## src/rtl/mec_pkg.sv

```systemverilog
// mec_pkg: widths, fixed-point constants and control types for the escape counter
// used by mec_ctrl, mec_datapath and the top level; no dependencies
package mec_pkg;

   // iteration counter width and fractional bits of the fixed-point format
   localparam int STEP_BITS = 16;
   localparam int FRAC_BITS = 27;

   // coordinate width, full product width, and width of a scaled sum
   localparam int Z_W    = 32;
   localparam int PROD_W = 2 * Z_W;
   localparam int SUM_W  = PROD_W - FRAC_BITS + 3;

   // box bounds in the scaled domain
   localparam longint RE_HI_L = 64'sd2 <<< FRAC_BITS;
   localparam longint IM_HI_L = 64'sd3 <<< (FRAC_BITS - 1);
   localparam logic signed [SUM_W-1:0] RE_HI = SUM_W'(RE_HI_L);
   localparam logic signed [SUM_W-1:0] RE_LO = SUM_W'(-RE_HI_L);
   localparam logic signed [SUM_W-1:0] IM_HI = SUM_W'(IM_HI_L);
   localparam logic signed [SUM_W-1:0] IM_LO = SUM_W'(-IM_HI_L);

   // reset value of the iteration limit
   localparam logic [STEP_BITS-1:0] MAX_STEPS_RESET = STEP_BITS'(20);

   // commands from the controller to the datapath
   typedef struct packed {
      logic load;  // capture c and set z = c
      logic mul;   // register the three products
      logic acc;   // form the new z
   } dp_cmd_type;

   // status from the datapath to the controller
   typedef struct packed {
      logic escape;  // new z lies outside the box
   } dp_status_type;

endpackage

```

## src/rtl/mec_ctrl.sv

```systemverilog
// mec_ctrl: sequencer, iteration counter, limit register and result register
// depends on mec_pkg
module mec_ctrl
   import mec_pkg::*;
(
   input  logic                 clock,
   input  logic                 reset,
   input  logic                 req_valid,
   output logic                 req_ready,
   output logic                 rsp_valid,
   input  logic                 rsp_ready,
   output logic [STEP_BITS-1:0] rsp_step_count,
   input  logic                 csr_valid,
   output logic                 csr_ready,
   input  logic [STEP_BITS-1:0] csr_max_steps,
   output dp_cmd_type           cmd,
   input  dp_status_type        status
);

   typedef enum logic [3:0] {
      ST_IDLE = 4'b0001,
      ST_MUL  = 4'b0010,
      ST_ACC  = 4'b0100,
      ST_DONE = 4'b1000
   } state_type;

   state_type            state_ff;
   state_type            state_in;
   logic [STEP_BITS-1:0] count_ff;
   logic [STEP_BITS-1:0] count_in;
   logic [STEP_BITS-1:0] count_inc;
   logic [STEP_BITS-1:0] max_steps_ff;
   logic [STEP_BITS-1:0] out_count_ff;
   logic                 out_valid_ff;
   logic                 out_valid_in;
   logic                 out_load;

   assign req_ready      = (state_ff == ST_IDLE);
   assign csr_ready      = 1'b1;
   assign rsp_valid      = out_valid_ff;
   assign rsp_step_count = out_count_ff;
   assign count_inc      = count_ff + STEP_BITS'(1);

   // sequencer
   always_comb begin
      state_in = state_ff;
      count_in = count_ff;
      cmd      = '0;
      out_load = 1'b0;
      case (state_ff)
         ST_IDLE: begin
            if (req_valid) begin
               cmd.load = 1'b1;
               count_in = '0;
               state_in = (max_steps_ff == '0) ? ST_DONE : ST_MUL;
            end
         end
         ST_MUL: begin
            cmd.mul  = 1'b1;
            state_in = ST_ACC;
         end
         ST_ACC: begin
            cmd.acc = 1'b1;
            if (status.escape) begin
               state_in = ST_DONE;
            end else begin
               count_in = count_inc;
               state_in = (count_inc == max_steps_ff) ? ST_DONE : ST_MUL;
            end
         end
         ST_DONE: begin
            if (!out_valid_ff || rsp_ready) begin
               out_load = 1'b1;
               state_in = ST_IDLE;
            end
         end
         default: state_in = ST_IDLE;
      endcase
   end

   // result word holding register
   always_comb begin
      out_valid_in = out_valid_ff;
      if (out_load) begin
         out_valid_in = 1'b1;
      end else if (rsp_ready) begin
         out_valid_in = 1'b0;
      end
   end

   // control registers
   always_ff @(posedge clock) begin
      if (reset) begin
         state_ff     <= ST_IDLE;
         out_valid_ff <= 1'b0;
         max_steps_ff <= MAX_STEPS_RESET;
      end else begin
         state_ff     <= state_in;
         out_valid_ff <= out_valid_in;
         if (csr_valid) begin
            max_steps_ff <= csr_max_steps;
         end
      end
   end

   // counter and result payload
   always_ff @(posedge clock) begin
      count_ff <= count_in;
      if (out_load) begin
         out_count_ff <= count_ff;
      end
   end

endmodule

```

## config.mk

```make
export PLATFORM = sky130hd
export DESIGN_NAME = mec_ctrl
export DESIGN_NICKNAME = d
export VERILOG_FILES = /design/src/rtl/mec_pkg.sv /design/src/rtl/mec_ctrl.sv
export SDC_FILE = /design/constraint.sdc
export NUM_CORES = 1
export LEC_CHECK = 0
export BUFFER_PORTS_ARGS = -buffer_cell sky130_fd_sc_hd__buf_2
export CORE_ASPECT_RATIO = 1.25
export CORE_UTILIZATION = 55
export CTS_BUF_LIST = sky130_fd_sc_hd__clkbuf_4 sky130_fd_sc_hd__clkbuf_8
export DETAILED_ROUTE_END_ITERATION = 8
export HOLD_SLACK_MARGIN = 0.05
export PLACE_DENSITY = 0.89
export SYNTH_ARGS = -nofsm -noshare
export SYNTH_HDL_FRONTEND = slang
export SYNTH_SLANG_ARGS = --single-unit
```

## constraint.sdc

```tcl
create_clock -name clock -period 5.73 [get_ports clock]
set_clock_uncertainty 0.2 [all_clocks]
set_input_delay 1.719 -clock clock [delete_from_list [all_inputs] [get_ports clock]]
set_output_delay 1.719 -clock clock [all_outputs]
set_load 0.005 [all_outputs]
```

==> impl_metrics.toml <==
[run_status]
status = "finished, final reports clean"

[logic_synthesis]
netlist_top_cells_count = "nor2_1 (42), edfxtp_1 (32), dfxtp_1 (21)"
synth_most_common_cell = "nor2_1"
ys_ff_latch = 53
async_flop_share_pct = 0
synth_top_cells_by_area = "edfxtp_1 (37%), dfxtp_1 (16%), nor2_1 (6.0%), mux2i_1 (5.7%), xnor2_1 (5.4%)"
synth_cells = 232
synth_edf_count = 32
synth_cell_types = 49
ys.flop_type = "edfxtp_1"
ys_warn_count = 0
netlist_area_sq_um = 2620
syn-num-nets = 255
yosys.area.top_type_share_pct = 36.7
avgSynthCellArea_sq_um = 11.3
ys_seq_area_share_pct = 52.8
yosysTopAreaCell = "edfxtp_1"

[die]
initial_core_util_pct = 58.3
die_area_sq_um = 5040
rows = 27
core_area_sq_um = 4490
ios = 44
dieWidth_microns = 63.7
die_h_microns = 79.1

[pwr]
power_frac_seq_pct = 54.8
comb_power_share_pct = 25.9
p_sw_uw = 370
swShare_pct = 33.9
vdd_ir_drop_max_uv = 225
p_total_mw = 1.09
clkPwrFrac_pct = 19.3
power.leakage_nw = 1.13
p_per_area_nw_per_um2 = 370
intPower_uw = 722

[layout]
instances_no_fill = 330
diodes = 0
nFillCells = 352
layout.nets = 294
area_delta_synth_final_pct = 12.6
layout-drive-gt1-share_pct = 22.4

[setup_path]
worst_setup_path_end_kind = "primary output"
critPathLaunchType = "input port"
crit_fanout = 2
ff2ff_setup_slack_ps = 2670
crit_type = "input port to primary output"
cp.arrival_ps = 2060
worstRegToRegCells = 4
reg2reg_from = "state_ff[3]$_SDFFE_PP0P_"
required_ps = 3810
timing.rr.end = "count_ff[11]$_SDFFCE_PN0P_"

[timing]
hold_viol = 0
hold_ws_ps = 332
fmax_mhz = 252
finalSetupViolCount = 0
relSlewSlack_pct = 14.7
worst_slew_pin_slew_ps = 1280
finalMaxSlewViolations = 0
rsz0062_at_grt = "no"
period_minus_slack_ps = 3980
tns_ps = 0
fin_crit_sh_pct = 69.4
final.setup.worst_slack_ps = 1750

[detailed_routing]
drt-wirelength-per-cell_microns = 14.5
vias = 1846
drt-total-wl_mm = 4.80
viasPerCell = 5.59
drtIter0Drc = 62
drcViolationCount = 0
detail-route-antenna-nets = 0
dr.pass1.iters = 4

[grt]
gr-total-overflow = 0
grt_first_pass_wirelength_mm = 8.20
grt_use_total_pct = 21.4
grt_max_degree = 22
grt_pass1_vias = 1741
antenna_found_initial = 0

[place]
place.gp.congestion = 0.867
portBuffers = 42
placed_cells = 322
place_ws_ps = 1750
dpl.hpwl_mm = 3.61

[min_path]
holdCritStartpoint = "rsp_valid$_SDFFE_PP0P_"
whs_path_depth = 2
min-delay-path-class = "flip-flop to flip-flop"
holdPathEnd = "rsp_valid$_SDFFE_PP0P_"

[flow_run]
max_cap_violations = 0

[clock_tree]
clockBufferDepth = 2
cts_resized = 0
cts.sinks = 53
cts_tree = "yes"
cts_made_buffers = 5
root_buffer = "clkbuf_8"
clk_latency_ps = 310
clkTransAtPathRegs_ps = 90
cts_setup_buffers = 0
h-tree-depth = 2
ctsHoldBuffers = 0
flip-flops by register name (all words and copies together) (netlist names):
signal	flops
rsp_step_count	16
rsp_valid	1
count_ff	16
max_steps_ff	16
state_ff	4
critical path, cell delays in order:
cell and delay (ps):
buf_2 100, and2_1 120, buf_2 120
worst max-delay path by stage:
stage          startpoint  endpoint  depth (start not counted)
2_1_floorplan   req_valid    cmd[2]                          1
3_3_place_gp    req_valid    cmd[2]                          3
3_5_place_dp    req_valid    cmd[2]                          3
4_1_cts         req_valid    cmd[2]                          3
5_1_grt         req_valid    cmd[2]                          3
6_report        req_valid    cmd[2]                          3
cell type report:
class | count | area (sq um) | share of cell area [%]
tap | 58 | 72.6 | 2.46
clock buffer | 6 | 76.3 | 2.59
timing repair buffer | 42 | 210 | 7.13
clock inverter | 2 | 15.0 | 0.509
sequential | 53 | 1380 | 46.9
inverter | 6 | 35.0 | 1.19
multi-input combinational | 163 | 1160 | 39.3
logic make-up (layout without fill, tap and decap cells):
family	count (synthesis)	in the layout	synth area share, %
simple gates	97	97	19.7
flops	53	53	52.8
buf+inv	16	56	3.20
compound gates	21	21	6.93
mux	15	15	5.74
other cells	1	1	0.143
xor+xnor	28	28	11.0
fa+ha+maj	1	1	0.478
per-stage QoR:
stage               cell area [sq um]  util (%)
finish                           2950      65.6
global placement                 2860      63.6
floorplan                        2620         -
CTS                              2950      65.6
global route                     2950      65.6
detailed placement               2860      63.6
metal layers:
layer	global-route usage [%]	part of all wire [%]	vias up	wire length (microns)
met3	3.45	4.7	8	224
met5	0	0	-	0
met1	27.2	44	859	2100
li1	-	-	919	-
met2	36.1	49	60	2360
met4	9.09	2.3	0	110
power by group through the flow:
stage	clock network, mW	logic, mW	registers, mW
CTS	0.215	0.284	0.596
floorplan	0	0.242	0.560
global route	0.229	0.313	0.612
global placement	0	0.273	0.600
finish	0.210	0.283	0.598
detailed placement	0	0.281	0.604
layout by cell type, fill, tap and decap left out, types with 5 or more instances in the layout:
cell / instances
a21oi_1: 5
buf_2: 42
clkbuf_8: 5
dfxtp_1: 21
edfxtp_1: 32
mux2i_1: 15
nand2_1: 7
nand3_1: 6
nand4_1: 9
nor2_1: 42
nor4_1: 7
xnor2_1: 16
xor2_1: 9
No activity file was read; power rests on OpenSTA's default activity.
